`src/hdl/otsr_pkg.sv`:
```
// Package for the single-wire temperature sensor reader.
// Holds the sequencer phase type, result record, register indexes and command bytes.
// No dependencies.
package otsr_pkg;

  localparam int unsigned TickW = 20;
  localparam int unsigned CfgW  = 20;

  typedef enum logic [3:0] {
    PH_IDLE    = 4'd0,
    PH_RST_LOW = 4'd1,
    PH_PRES    = 4'd2,
    PH_POST    = 4'd3,
    PH_W_LOW   = 4'd4,
    PH_W_HOLD  = 4'd5,
    PH_W_REC   = 4'd6,
    PH_CONVERT = 4'd7,
    PH_R_LOW   = 4'd8,
    PH_R_WAIT  = 4'd9,
    PH_R_REST  = 4'd10
  } phase_e;

  typedef enum logic [2:0] {
    CFG_RESET_LOW    = 3'd0,
    CFG_PRES_TIMEOUT = 3'd1,
    CFG_POST_INIT    = 3'd2,
    CFG_WRITE_HOLD   = 3'd3,
    CFG_READ_SAMPLE  = 3'd4,
    CFG_READ_REST    = 3'd5,
    CFG_CONVERT_WAIT = 3'd6
  } cfg_idx_e;

  localparam logic [7:0] CmdSkipRom   = 8'hcc;
  localparam logic [7:0] CmdConvert   = 8'h44;
  localparam logic [7:0] CmdReadPad   = 8'hbe;

  localparam logic [2:0] ByteConvDone = 3'd2;
  localparam logic [2:0] ByteReadLow  = 3'd4;
  localparam logic [2:0] ByteReadHigh = 3'd5;
  localparam logic [2:0] LastBit      = 3'd7;

  typedef struct packed {
    logic               drive_low;
    logic               busy;
    logic               done;
    logic               no_presence;
    logic signed [15:0] temperature_raw;
  } res_t;

  function automatic logic [7:0] cmd_byte(input logic [1:0] idx);
    logic [7:0] b;
    unique case (idx)
      2'd0:    b = CmdSkipRom;
      2'd1:    b = CmdConvert;
      2'd2:    b = CmdSkipRom;
      default: b = CmdReadPad;
    endcase
    return b;
  endfunction

endpackage

```
`src/hdl/onewire_temp_sensor_reader.sv`:
```
// Single-wire bus master that runs a temperature measurement sequence, one tick per item.
// Sequencer state, timing registers and a two-entry output stage; uses otsr_pkg.
// Each accepted result is registered in out_q, or in skid_q while the output stalls.
// Throughput: one item per clock unless stalled; the phase steps once per accepted tick.
// Output stage is a result register plus a skid register, so stall_o is registered.
// Reset: sequencer idle, counters and flags zero, timing registers at their defaults,
// no result held.
module onewire_temp_sensor_reader
  import otsr_pkg::*;
(
  input  logic               clk_i,
  input  logic               rst_ni,
  input  logic               valid_i,
  output logic               stall_o,
  input  logic               start_req_i,
  input  logic               line_level_i,
  output logic               valid_o,
  input  logic               stall_i,
  output logic               drive_low_o,
  output logic               busy_res_o,
  output logic               done_res_o,
  output logic               no_presence_o,
  output logic signed [15:0] temperature_raw_o,
  input  logic               cfg_we_i,
  input  logic [2:0]         cfg_index_i,
  input  logic [CfgW-1:0]    cfg_data_i
);

  logic [15:0] rst_low_q, pres_to_q, post_q, hold_q, sample_q, rest_q;
  logic [TickW-1:0] conv_q;

  phase_e           phase_q, phase_d;
  logic [TickW-1:0] tick_q, tick_d, tick_inc;
  logic [2:0]       bit_q, bit_d, byte_q, byte_d, byte_n;
  logic [7:0]       shift_q, shift_d, low_q, low_d;
  logic [15:0]      temp_q, temp_d;
  logic             pres_q, pres_d;

  logic [TickW-1:0] rst_len, hold_len, sample_len;
  logic             load_cmd, enter_post, after_read, done_d;

  res_t res_new;
  res_t out_q, skid_q;
  logic out_valid_q, skid_valid_q;
  logic in_acc, out_ready;

  assign in_acc    = valid_i && !stall_o;
  assign out_ready = !out_valid_q || !stall_i;
  assign stall_o   = skid_valid_q;

  assign tick_inc   = tick_q + TickW'(1);
  assign rst_len    = (rst_low_q == '0) ? TickW'(1) : TickW'(rst_low_q);
  assign hold_len   = (hold_q == '0) ? TickW'(1) : TickW'(hold_q);
  assign sample_len = (sample_q == '0) ? TickW'(1) : TickW'(sample_q);
  assign byte_n     = byte_q + 3'd1;

  always_ff @(posedge clk_i or negedge rst_ni) begin
    if (!rst_ni) begin
      rst_low_q <= 16'd642;
      pres_to_q <= 16'd5000;
      post_q    <= 16'd1000;
      hold_q    <= 16'd68;
      sample_q  <= 16'd6;
      rest_q    <= 16'd48;
      conv_q    <= TickW'(100000);
    end else if (cfg_we_i) begin
      unique case (cfg_index_i)
        CFG_RESET_LOW:    rst_low_q <= cfg_data_i[15:0];
        CFG_PRES_TIMEOUT: pres_to_q <= cfg_data_i[15:0];
        CFG_POST_INIT:    post_q    <= cfg_data_i[15:0];
        CFG_WRITE_HOLD:   hold_q    <= cfg_data_i[15:0];
        CFG_READ_SAMPLE:  sample_q  <= cfg_data_i[15:0];
        CFG_READ_REST:    rest_q    <= cfg_data_i[15:0];
        CFG_CONVERT_WAIT: conv_q    <= cfg_data_i[TickW-1:0];
        default: ;
      endcase
    end
  end

  always_comb begin
    phase_d    = phase_q;
    tick_d     = tick_q;
    bit_d      = bit_q;
    byte_d     = byte_q;
    shift_d    = shift_q;
    low_d      = low_q;
    temp_d     = temp_q;
    pres_d     = pres_q;
    load_cmd   = 1'b0;
    enter_post = 1'b0;
    after_read = 1'b0;
    done_d     = 1'b0;

    unique case (phase_q)
      PH_IDLE: begin
        if (start_req_i) begin
          pres_d  = 1'b0;
          byte_d  = '0;
          bit_d   = '0;
          shift_d = '0;
          phase_d = PH_RST_LOW;
          tick_d  = '0;
        end
      end
      PH_RST_LOW: begin
        tick_d = tick_inc;
        if (tick_inc >= rst_len) begin
          phase_d = PH_PRES;
          tick_d  = '0;
        end
      end
      PH_PRES: begin
        if (!line_level_i) begin
          enter_post = 1'b1;
        end else begin
          tick_d = tick_inc;
          if (tick_inc >= TickW'(pres_to_q)) begin
            pres_d     = 1'b1;
            enter_post = 1'b1;
          end
        end
      end
      PH_POST: begin
        tick_d = tick_inc;
        if (tick_inc >= TickW'(post_q)) load_cmd = 1'b1;
      end
      PH_W_LOW: begin
        phase_d = PH_W_HOLD;
        tick_d  = '0;
      end
      PH_W_HOLD: begin
        tick_d = tick_inc;
        if (tick_inc >= hold_len) begin
          phase_d = PH_W_REC;
          tick_d  = '0;
        end
      end
      PH_W_REC: begin
        if (bit_q < LastBit) begin
          bit_d   = bit_q + 3'd1;
          shift_d = shift_q >> 1;
          phase_d = PH_W_LOW;
          tick_d  = '0;
        end else begin
          byte_d = byte_n;
          if (byte_n == ByteConvDone) begin
            phase_d = (conv_q == '0) ? PH_RST_LOW : PH_CONVERT;
            tick_d  = '0;
          end else if (byte_n >= ByteReadLow) begin
            byte_d  = ByteReadLow;
            shift_d = '0;
            bit_d   = '0;
            phase_d = PH_R_LOW;
            tick_d  = '0;
          end else begin
            load_cmd = 1'b1;
          end
        end
      end
      PH_CONVERT: begin
        tick_d = tick_inc;
        if (tick_inc >= conv_q) begin
          phase_d = PH_RST_LOW;
          tick_d  = '0;
        end
      end
      PH_R_LOW: begin
        phase_d = PH_R_WAIT;
        tick_d  = '0;
      end
      PH_R_WAIT: begin
        tick_d = tick_inc;
        if (tick_inc >= sample_len) begin
          shift_d = {line_level_i, shift_q[7:1]};
          if (rest_q == '0) begin
            after_read = 1'b1;
          end else begin
            phase_d = PH_R_REST;
            tick_d  = '0;
          end
        end
      end
      PH_R_REST: begin
        tick_d = tick_inc;
        if (tick_inc >= TickW'(rest_q)) after_read = 1'b1;
      end
      default: begin
        phase_d = PH_IDLE;
        tick_d  = '0;
      end
    endcase

    if (enter_post) begin
      if (post_q == '0) begin
        load_cmd = 1'b1;
      end else begin
        phase_d = PH_POST;
        tick_d  = '0;
      end
    end

    if (load_cmd) begin
      shift_d = cmd_byte(byte_d[1:0]);
      bit_d   = '0;
      phase_d = PH_W_LOW;
      tick_d  = '0;
    end

    if (after_read) begin
      tick_d = '0;
      if (bit_q < LastBit) begin
        bit_d   = bit_q + 3'd1;
        phase_d = PH_R_LOW;
      end else if (byte_q == ByteReadLow) begin
        low_d   = shift_d;
        byte_d  = ByteReadHigh;
        bit_d   = '0;
        shift_d = '0;
        phase_d = PH_R_LOW;
      end else begin
        temp_d  = {shift_d, low_q};
        phase_d = PH_IDLE;
        done_d  = 1'b1;
      end
    end

    res_new.drive_low = (phase_d == PH_RST_LOW) || (phase_d == PH_W_LOW) ||
                        (phase_d == PH_R_LOW) || ((phase_d == PH_W_HOLD) && !shift_d[0]);
    res_new.busy            = (phase_d != PH_IDLE);
    res_new.done            = done_d;
    res_new.no_presence     = pres_d;
    res_new.temperature_raw = temp_d;
  end

  always_ff @(posedge clk_i or negedge rst_ni) begin
    if (!rst_ni) begin
      phase_q <= PH_IDLE;
      tick_q  <= '0;
      bit_q   <= '0;
      byte_q  <= '0;
      shift_q <= '0;
      low_q   <= '0;
      temp_q  <= '0;
      pres_q  <= 1'b0;
    end else if (in_acc) begin
      phase_q <= phase_d;
      tick_q  <= tick_d;
      bit_q   <= bit_d;
      byte_q  <= byte_d;
      shift_q <= shift_d;
      low_q   <= low_d;
      temp_q  <= temp_d;
      pres_q  <= pres_d;
    end
  end

  always_ff @(posedge clk_i or negedge rst_ni) begin
    if (!rst_ni) begin
      out_valid_q  <= 1'b0;
      skid_valid_q <= 1'b0;
    end else if (out_ready) begin
      out_valid_q  <= skid_valid_q || in_acc;
      skid_valid_q <= skid_valid_q && in_acc;
    end else if (in_acc) begin
      skid_valid_q <= 1'b1;
    end
  end

  always_ff @(posedge clk_i) begin
    if (out_ready) begin
      if (skid_valid_q) begin
        out_q <= skid_q;
        if (in_acc) skid_q <= res_new;
      end else if (in_acc) begin
        out_q <= res_new;
      end
    end else if (in_acc) begin
      skid_q <= res_new;
    end
  end

  assign valid_o           = out_valid_q;
  assign drive_low_o       = out_q.drive_low;
  assign busy_res_o        = out_q.busy;
  assign done_res_o        = out_q.done;
  assign no_presence_o     = out_q.no_presence;
  assign temperature_raw_o = out_q.temperature_raw;

  a_skid_behind_out: assert property (@(posedge clk_i) disable iff (!rst_ni)
    skid_valid_q |-> out_valid_q)
    else $error("skid entry held without a result in front of it");

  a_done_not_busy: assert property (@(posedge clk_i) disable iff (!rst_ni)
    out_valid_q && out_q.done |-> !out_q.busy)
    else $error("done shown while the sequence is still busy");

  a_drive_only_busy: assert property (@(posedge clk_i) disable iff (!rst_ni)
    out_valid_q && out_q.drive_low |-> out_q.busy)
    else $error("line driven low while idle");

  a_idle_holds: assert property (@(posedge clk_i) disable iff (!rst_ni)
    in_acc && (phase_q == PH_IDLE) && !start_req_i |=> phase_q == PH_IDLE)
    else $error("sequencer left idle without a start");

  a_done_from_read: assert property (@(posedge clk_i) disable iff (!rst_ni)
    in_acc && done_d |-> (byte_q == ByteReadHigh) && (bit_q == LastBit))
    else $error("value stored before the last read bit");

endmodule
```
`config.mk`:
```
export PLATFORM = sky130hd
export DESIGN_NAME = onewire_temp_sensor_reader
export DESIGN_NICKNAME = d
export VERILOG_FILES = /design/src/hdl/otsr_pkg.sv /design/src/hdl/onewire_temp_sensor_reader.sv
export SDC_FILE = /design/constraint.sdc
export NUM_CORES = 1
export LEC_CHECK = 0
export BUFFER_PORTS_ARGS = -buffer_cell sky130_fd_sc_hd__buf_2
export CAP_MARGIN = 20
export CORE_ASPECT_RATIO = 1.2
export CORE_MARGIN = 4
export CORE_UTILIZATION = 50
export DETAILED_ROUTE_END_ITERATION = 12
export PLACE_DENSITY = 0.69
export REMOVE_ABC_BUFFERS = 1
export SETUP_SLACK_MARGIN = 0.15
export SLEW_MARGIN = 20
export SYNTH_ARGS = -nofsm -noshare
export SYNTH_HDL_FRONTEND = slang
export SYNTH_SLANG_ARGS = --single-unit
```
`constraint.sdc`:
```
create_clock -name clk_i -period 4.8 [get_ports clk_i]
set_input_delay 0.48 -clock clk_i [delete_from_list [all_inputs] [get_ports clk_i]]
set_output_delay 0.48 -clock clk_i [all_outputs]
set_load 0.005 [all_outputs]
```
==> results.sh, run 1 <==
export IMPL_cts_buffers=25
export IMPL_grt_pass1_vias=10300
export IMPL_synthMuxAreaShare=0.0892
export IMPL_num_rows=64
export IMPL_initial_core_util=0.507
export IMPL_maxCapViolations=0
export IMPL_drtPass1Iterations=5
export IMPL_r2r_end="temperature_raw_o[15]"
export IMPL_status="finished clean"
export IMPL_cts_tree="built"
export IMPL_synth_simple_area_share=0.144
export IMPL_yosys_cell_count_top_type="nand2_1"
export IMPL_drt_total_wl_um=35100
export IMPL_cellLeakagePower_uw=0.00684
export IMPL_synth_top_area_frac=0.300
export IMPL_grt_pass1_wl_um=55700
export IMPL_finalPower_uw=6010
export IMPL_yosysUniqueCellTypes=75
export IMPL_synth_largest_area_cell="dfrtp_1"
export IMPL_dp_final_hpwl_um=25400
export IMPL_worst_r2r_path_depth=16
export IMPL_grt_antenna_before_repair=1
export IMPL_worst_pin_slew_ns=0.964
export IMPL_drt_wirelength_per_cell_um=20.2
export IMPL_min_period_ns=4.43
export IMPL_root_buffer="clkbuf_16"
export IMPL_clockBufferDepth=3
export IMPL_fmax_ghz=0.226
export IMPL_drive_above_1_share=0.209
export IMPL_syn_inst=1309
export IMPL_finish_instance_area_mm2=0.0148
export IMPL_path_clk_slew_ns=0.07
export IMPL_r2r_setup_slack_ns=0.37
export IMPL_power_switching_uw=1940
export IMPL_p_comb_frac=0.261
export IMPL_hold_viol=0
export IMPL_coreArea_mm2=0.0255
export IMPL_dr_total_vias=10200
export IMPL_gp_congestion=0.944
export IMPL_first_iter_violations=579
export IMPL_cp_start_kind="flop"
export IMPL_synth_xor_area_share=0.0108
export IMPL_cts_max_level=1
export IMPL_crit_arrival_ns=4.72
export IMPL_required_ns=5.08
export IMPL_io_pin_count=52
export IMPL_synthTopCellsByArea="dfrtp_1 30%, ha_1 12%, edfxtp_1 9.3%, mux2_2 8.3%, dfstp_2 5.3%"
export IMPL_p_int_uw=4070
export IMPL_postCtsHoldBufs=0
export IMPL_placed_area_mm2=0.0138
export IMPL_portBuffers=51
export IMPL_yosys_warnings=0
export IMPL_fin_skew_ns=0.0158
export IMPL_rsz0062_at_grt="false"
export IMPL_min_path_type="input pin to asynchronous set/reset pin"
export IMPL_via_per_inst=5.88
export IMPL_fin_nets=1543
export IMPL_setup_viol=0
export IMPL_fp_dieH_um=184
export IMPL_yosysSeqAreaShare=0.446
export IMPL_die_area_mm2=0.0285
export IMPL_synth_main_ff_cell="dfrtp_1"
export IMPL_grt_max_degree=99
export IMPL_max_slew_margin=0.357
export IMPL_setup_tns_ns=0
export IMPL_syn_area_per_cell_um2=9.87
export IMPL_endpoint="temperature_raw_o[15]"
export IMPL_synth_seq_cells=221
export IMPL_setup_worst_path_class="flop to flop"
export IMPL_async_reset_ff_frac=0.819
export IMPL_pwr_share_seq=0.401
export IMPL_die_w_um=155
export IMPL_synth_area_mm2=0.0129
export IMPL_finalCritPeriodShare=0.923
export IMPL_synthAdderAreaFrac=0.117
export IMPL_swShare=0.323
export IMPL_peakVddDrop_mv=0.319
export IMPL_synth_top_family_by_area="simple AND/OR/NAND/NOR gates"
export IMPL_cp_end_kind="flop"
export IMPL_clkLatencyLatePin_ns=0.53
export IMPL_maxSlewViolCount=0
export IMPL_rr_startpoint="tick_q[2]"
export IMPL_crit_start="tick_q[2]"
export IMPL_ant_nets=0
export IMPL_diodes=0
export IMPL_drc=0
export IMPL_synth_edf_count=40
export IMPL_synth_compound_area_share=0.139
export IMPL_worstPathMaxFanout=8
export IMPL_syn_to_final_growth_pct=14.2
export IMPL_ys_top_cells_by_count="160 x nand2_1, 155 x dfrtp_1, 136 x inv_1, 121 x ha_1, 104 x o21ai_0"
export IMPL_grt_total_usage=0.248
export IMPL_clockPowerShare=0.338
export IMPL_grt_ovfl_total=0
export IMPL_powerDensity_mw_per_mm2=407
export IMPL_cts_sinks=221
## registers in the layout, indices dropped and copies added, names as in the netlist, 8 cells and up
register           cells
conv_q                20
hold_q                16
low_q                  8
post_q                16
pres_to_q             16
rest_q                16
rst_low_q             16
sample_q              16
shift_q                8
skid_q                20
temp_q                16
temperature_raw_o     16
tick_q                20
## logic make-up (layout without fill, tap and decap cells)
logic type      Yosys count  in the layout
compound gates          290            290
xor+xnor                 16             16
fa+ha+maj               121            121
buf+inv                 180            282
flops                   221            221
mux                     103            103
simple gates            378            378
## metal layers
layer  part of all wire  track usage  wire length [um]
met2               0.49        0.423             17100
met4              0.049        0.110              1710
met1               0.40        0.310             14100
met3              0.062       0.0434              2190
met5            0.00037            0                13
## timing repair
item	4_1_cts	5_1_grt
hold endpoints to repair	0	0
resized for setup	0	16
buffers inserted	0	1
endpoints found under the setup margin	0	33
## stage by stage
| step | std cells | util | worst slack, ns | hold WS [ns] |
|---|---|---|---|---|
| after floorplan | 1268 | - | 0.268 | 0.184 |
| final | 1741 | 0.580 | 0.369 | 0.0283 |
| after CTS | 1740 | 0.576 | 0.214 | 0.0904 |
| after detailed placement | 1694 | 0.542 | 0.259 | 0.463 |
| after global routing | 1741 | 0.580 | 0.0507 | 0.130 |
| after global placement | 1694 | 0.542 | 0.370 | 0.453 |
## how the worst min path moves through the flow
| stage | to | slack (ns) | cells after the start |
|---|---|---|---|
| 5_1_grt | valid_o | 0.13 | 1 |
| 6_report | valid_o | 0.03 | 1 |
| 3_5_place_dp | temp_q[0] | 0.46 | 2 |
| 4_1_cts | valid_o | 0.09 | 1 |
| 3_3_place_gp | temp_q[0] | 0.45 | 2 |
| 2_1_floorplan | bit_q[0] | 0.18 | 0 |
## worst max-delay path: stages, from the launching register on
cell and delay (ns):
dfrtp_2 0.42, nand4_1 0.23, or2_1 0.31, nor2_1 0.19, nand2_1 0.11, xnor2_1 0.14, buf_4 0.18, ha_1 0.32
and4_1 0.22, o31ai_1 0.07, or4_1 0.51, nand4_1 0.14, o31ai_1 0.14, or2_2 0.35, a221oi_1 0.41, o31ai_1 0.16
mux2_2 0.28
## power groups by stage
stage | clock (uW) | combinational [uW] | sequential [uW]
finish | 2030 | 1570 | 2410
floorplan | 0 | 974 | 2420
global placement | 0 | 1500 | 2430
global route | 2150 | 1760 | 2440
detailed placement | 0 | 1540 | 2440
CTS | 2070 | 1560 | 2410
## final cells by class
| type | instances | area, um2 |
|---|---|---|
| repair buffers | 97 | 619 |
| multi-input cells | 908 | 6560 |
| fillers | 2240 | 10700 |
| well taps | 330 | 413 |
| flip-flops and latches | 221 | 5770 |
| inverters | 139 | 527 |
| clock buffers | 26 | 629 |
| clock inverters | 20 | 244 |
## cells in the final DEF (no fill, tap or decap), types with 19 or more instances in the layout
master     instances
a21oi_1           53
buf_2             50
dfstp_2           26
nand4_1           19
inv_1            136
nor4_1            23
buf_4             45
edfxtp_1          40
mux2_2            95
o21ai_1           19
nor2_1            44
dfrtp_1          152
nand2_1          160
clkbuf_16         25
o21ai_0          104
ha_1             121
nand3_1           36
Power figures use the tool's default switching activity.
==> run 2: changes to the inputs <==
--- a/config.mk
+++ b/config.mk
@@ -5,13 +5,13 @@
 export SDC_FILE = /design/constraint.sdc
 export NUM_CORES = 1
 export LEC_CHECK = 0
-export BUFFER_PORTS_ARGS = -buffer_cell sky130_fd_sc_hd__buf_2
+export BUFFER_PORTS_ARGS = -buffer_cell sky130_fd_sc_hd__buf_4
 export CAP_MARGIN = 20
 export CORE_ASPECT_RATIO = 1.2
 export CORE_MARGIN = 4
 export CORE_UTILIZATION = 50
 export DETAILED_ROUTE_END_ITERATION = 12
-export PLACE_DENSITY = 0.69
+export PLACE_DENSITY_LB_ADDON = 0.15
 export REMOVE_ABC_BUFFERS = 1
 export SETUP_SLACK_MARGIN = 0.15
 export SLEW_MARGIN = 20
==> run 2 against run 1 <==
Sequential share of layout area decreased by 0.84 points. First-iteration DRC count is 7.9% higher. Critical path depth increased by 2. Non-clock buffer count increased by 21. Highest routed layer is now met4.
==> results.sh, run 2 (synthesized netlist as in run 1, its figures left out) <==
export IMPL_status="finished clean"
export IMPL_min_period_ns=4.41
export IMPL_grt_pass1_wl_um=56100
export IMPL_powerDensity_mw_per_mm2=395
export IMPL_min_path_type="input pin to asynchronous set/reset pin"
export IMPL_final_cell_mix="160 x nand2_1, 154 x dfrtp_1, 136 x inv_1"
export IMPL_worst_r2r_path_depth=18
export IMPL_crit_start="tick_q[8]"
export IMPL_required_ns=5.18
export IMPL_die_area_mm2=0.0285
export IMPL_whs_ns=0.0438
export IMPL_grt_antenna_before_repair=0
export IMPL_cts_buffers=24
export IMPL_via_per_inst=5.80
export IMPL_final_common_cell="nand2_1"
export IMPL_placed_area_mm2=0.0140
export IMPL_drive_above_1_share=0.224
export IMPL_r2r_end="temperature_raw_o[11]"
export IMPL_rsz0062_at_grt="true"
export IMPL_worstPathMaxFanout=6
export IMPL_coreArea_mm2=0.0255
export IMPL_initial_core_util=0.507
export IMPL_finish_instance_area_mm2=0.0151
export IMPL_cp_end_kind="flop"
export IMPL_worst_slack_ns=0.387
export IMPL_diodes=0
export IMPL_fin_nets=1563
export IMPL_portBuffers=51
export IMPL_maxCapViolations=0
export IMPL_cellLeakagePower_uw=0.00701
export IMPL_fp_dieH_um=184
export IMPL_io_pin_count=52
export IMPL_largestRegisters="conv_q x20, skid_q x20, tick_q x20"
export IMPL_worst_pin_slew_ns=0.959
export IMPL_finalPower_uw=5950
export IMPL_rr_startpoint="tick_q[8]"
export IMPL_cts_sinks=221
export IMPL_max_slew_margin=0.361
export IMPL_cts_tree="built"
export IMPL_dp_final_hpwl_um=25300
export IMPL_crit_arrival_ns=4.80
export IMPL_setup_worst_path_class="flop to flop"
export IMPL_ant_nets=0
export IMPL_hold_viol=0
export IMPL_gp_congestion=0.901
export IMPL_clkLatencyLatePin_ns=0.53
export IMPL_grt_pass1_vias=10200
export IMPL_setup_tns_ns=0
export IMPL_dr_total_vias=10200
export IMPL_setup_viol=0
export IMPL_cp_start_kind="flop"
export IMPL_postCtsHoldBufs=0
export IMPL_drt_wirelength_per_cell_um=20.1
export IMPL_endpoint="temperature_raw_o[11]"
export IMPL_pre_cts_ws_ns=0.184
export IMPL_root_buffer="clkbuf_16"
export IMPL_clockBufferDepth=3
export IMPL_die_w_um=155
export IMPL_drt_total_wl_um=35300
export IMPL_r2r_setup_slack_ns=0.39
export IMPL_first_iter_violations=625
export IMPL_drtPass1Iterations=5
export IMPL_peakVddDrop_mv=0.323
export IMPL_maxSlewViolCount=0
export IMPL_grt_ovfl_total=0
export IMPL_grt_max_degree=98
export IMPL_path_clk_slew_ns=0.06
export IMPL_finalCritPeriodShare=0.919
export IMPL_grt_total_usage=0.248
export IMPL_fin_skew_ns=0.0292
export IMPL_drc=0
export IMPL_num_rows=64
export IMPL_nFillCells=2206
export IMPL_fmax_ghz=0.227
export IMPL_syn_to_final_growth_pct=16.7
export IMPL_cts_max_level=1
[run 2: layout make-up]
class	count	area (um2)	area share
clock buffer	29	651	0.0431
tap	330	413	0.0274
multi-input combinational	908	6620	0.439
sequential	221	5760	0.382
inverter	139	534	0.0354
clock inverter	15	188	0.0124
timing repair buffer	118	915	0.0607
[run 2: how the worst min path moves through the flow]
stage	startpoint	to	slack [ns]	cells after the start
after CTS	rst_ni	tick_q[12]	0.09	1
after global routing	rst_ni	valid_o	0.13	1
after global placement	temp_q[7]	temp_q[7]	0.45	2
final	rst_ni	valid_o	0.04	1
after floorplan	rst_ni	bit_q[0]	0.18	0
after detailed placement	temp_q[4]	temp_q[4]	0.46	2
[run 2: what timing repair did]
item | 4_1_cts | 5_1_grt
pin swaps | 0 | 4
resized for setup | 2 | 23
endpoints found under the setup margin | 2 | 68
setup buffers | 0 | 8
[run 2: metrics by stage]
step	cells	util
after global routing	1760	0.592
after CTS	1752	0.585
after detailed placement	1708	0.551
final	1760	0.592
after global placement	1708	0.551
after floorplan	1268	-
[run 2: where the power goes]
| part | switching [uW] | internal [uW] |
|---|---|---|
| combinational | 927 | 637 |
| sequential | 191 | 2230 |
| clock | 781 | 1180 |
| total | 1900 | 4050 |
[run 2: critical path, cell delays in order, from the launching register on]
cell	delay [ns]
dfrtp_1	0.42
nand4_1	0.16
or2_1	0.28
nor2_1	0.13
buf_4	0.15
nand2_1	0.06
xnor2_1	0.13
buf_4	0.17
buf_4	0.16
ha_1	0.30
and4_1	0.25
o31ai_1	0.08
or4_1	0.47
and3_1	0.23
a31oi_2	0.39
or2_1	0.23
a221oi_2	0.10
o31ai_1	0.32
mux2_2	0.22
[run 2: metal layers]
layer | track usage | wire length, um | vias up
met4 | 0.0770 | 1040 | 0
met2 | 0.442 | 17600 | 231
met3 | 0.0235 | 1360 | 68
met1 | 0.320 | 15400 | 5017
met5 | 0 | 0 | -
li1 | - | - | 4895
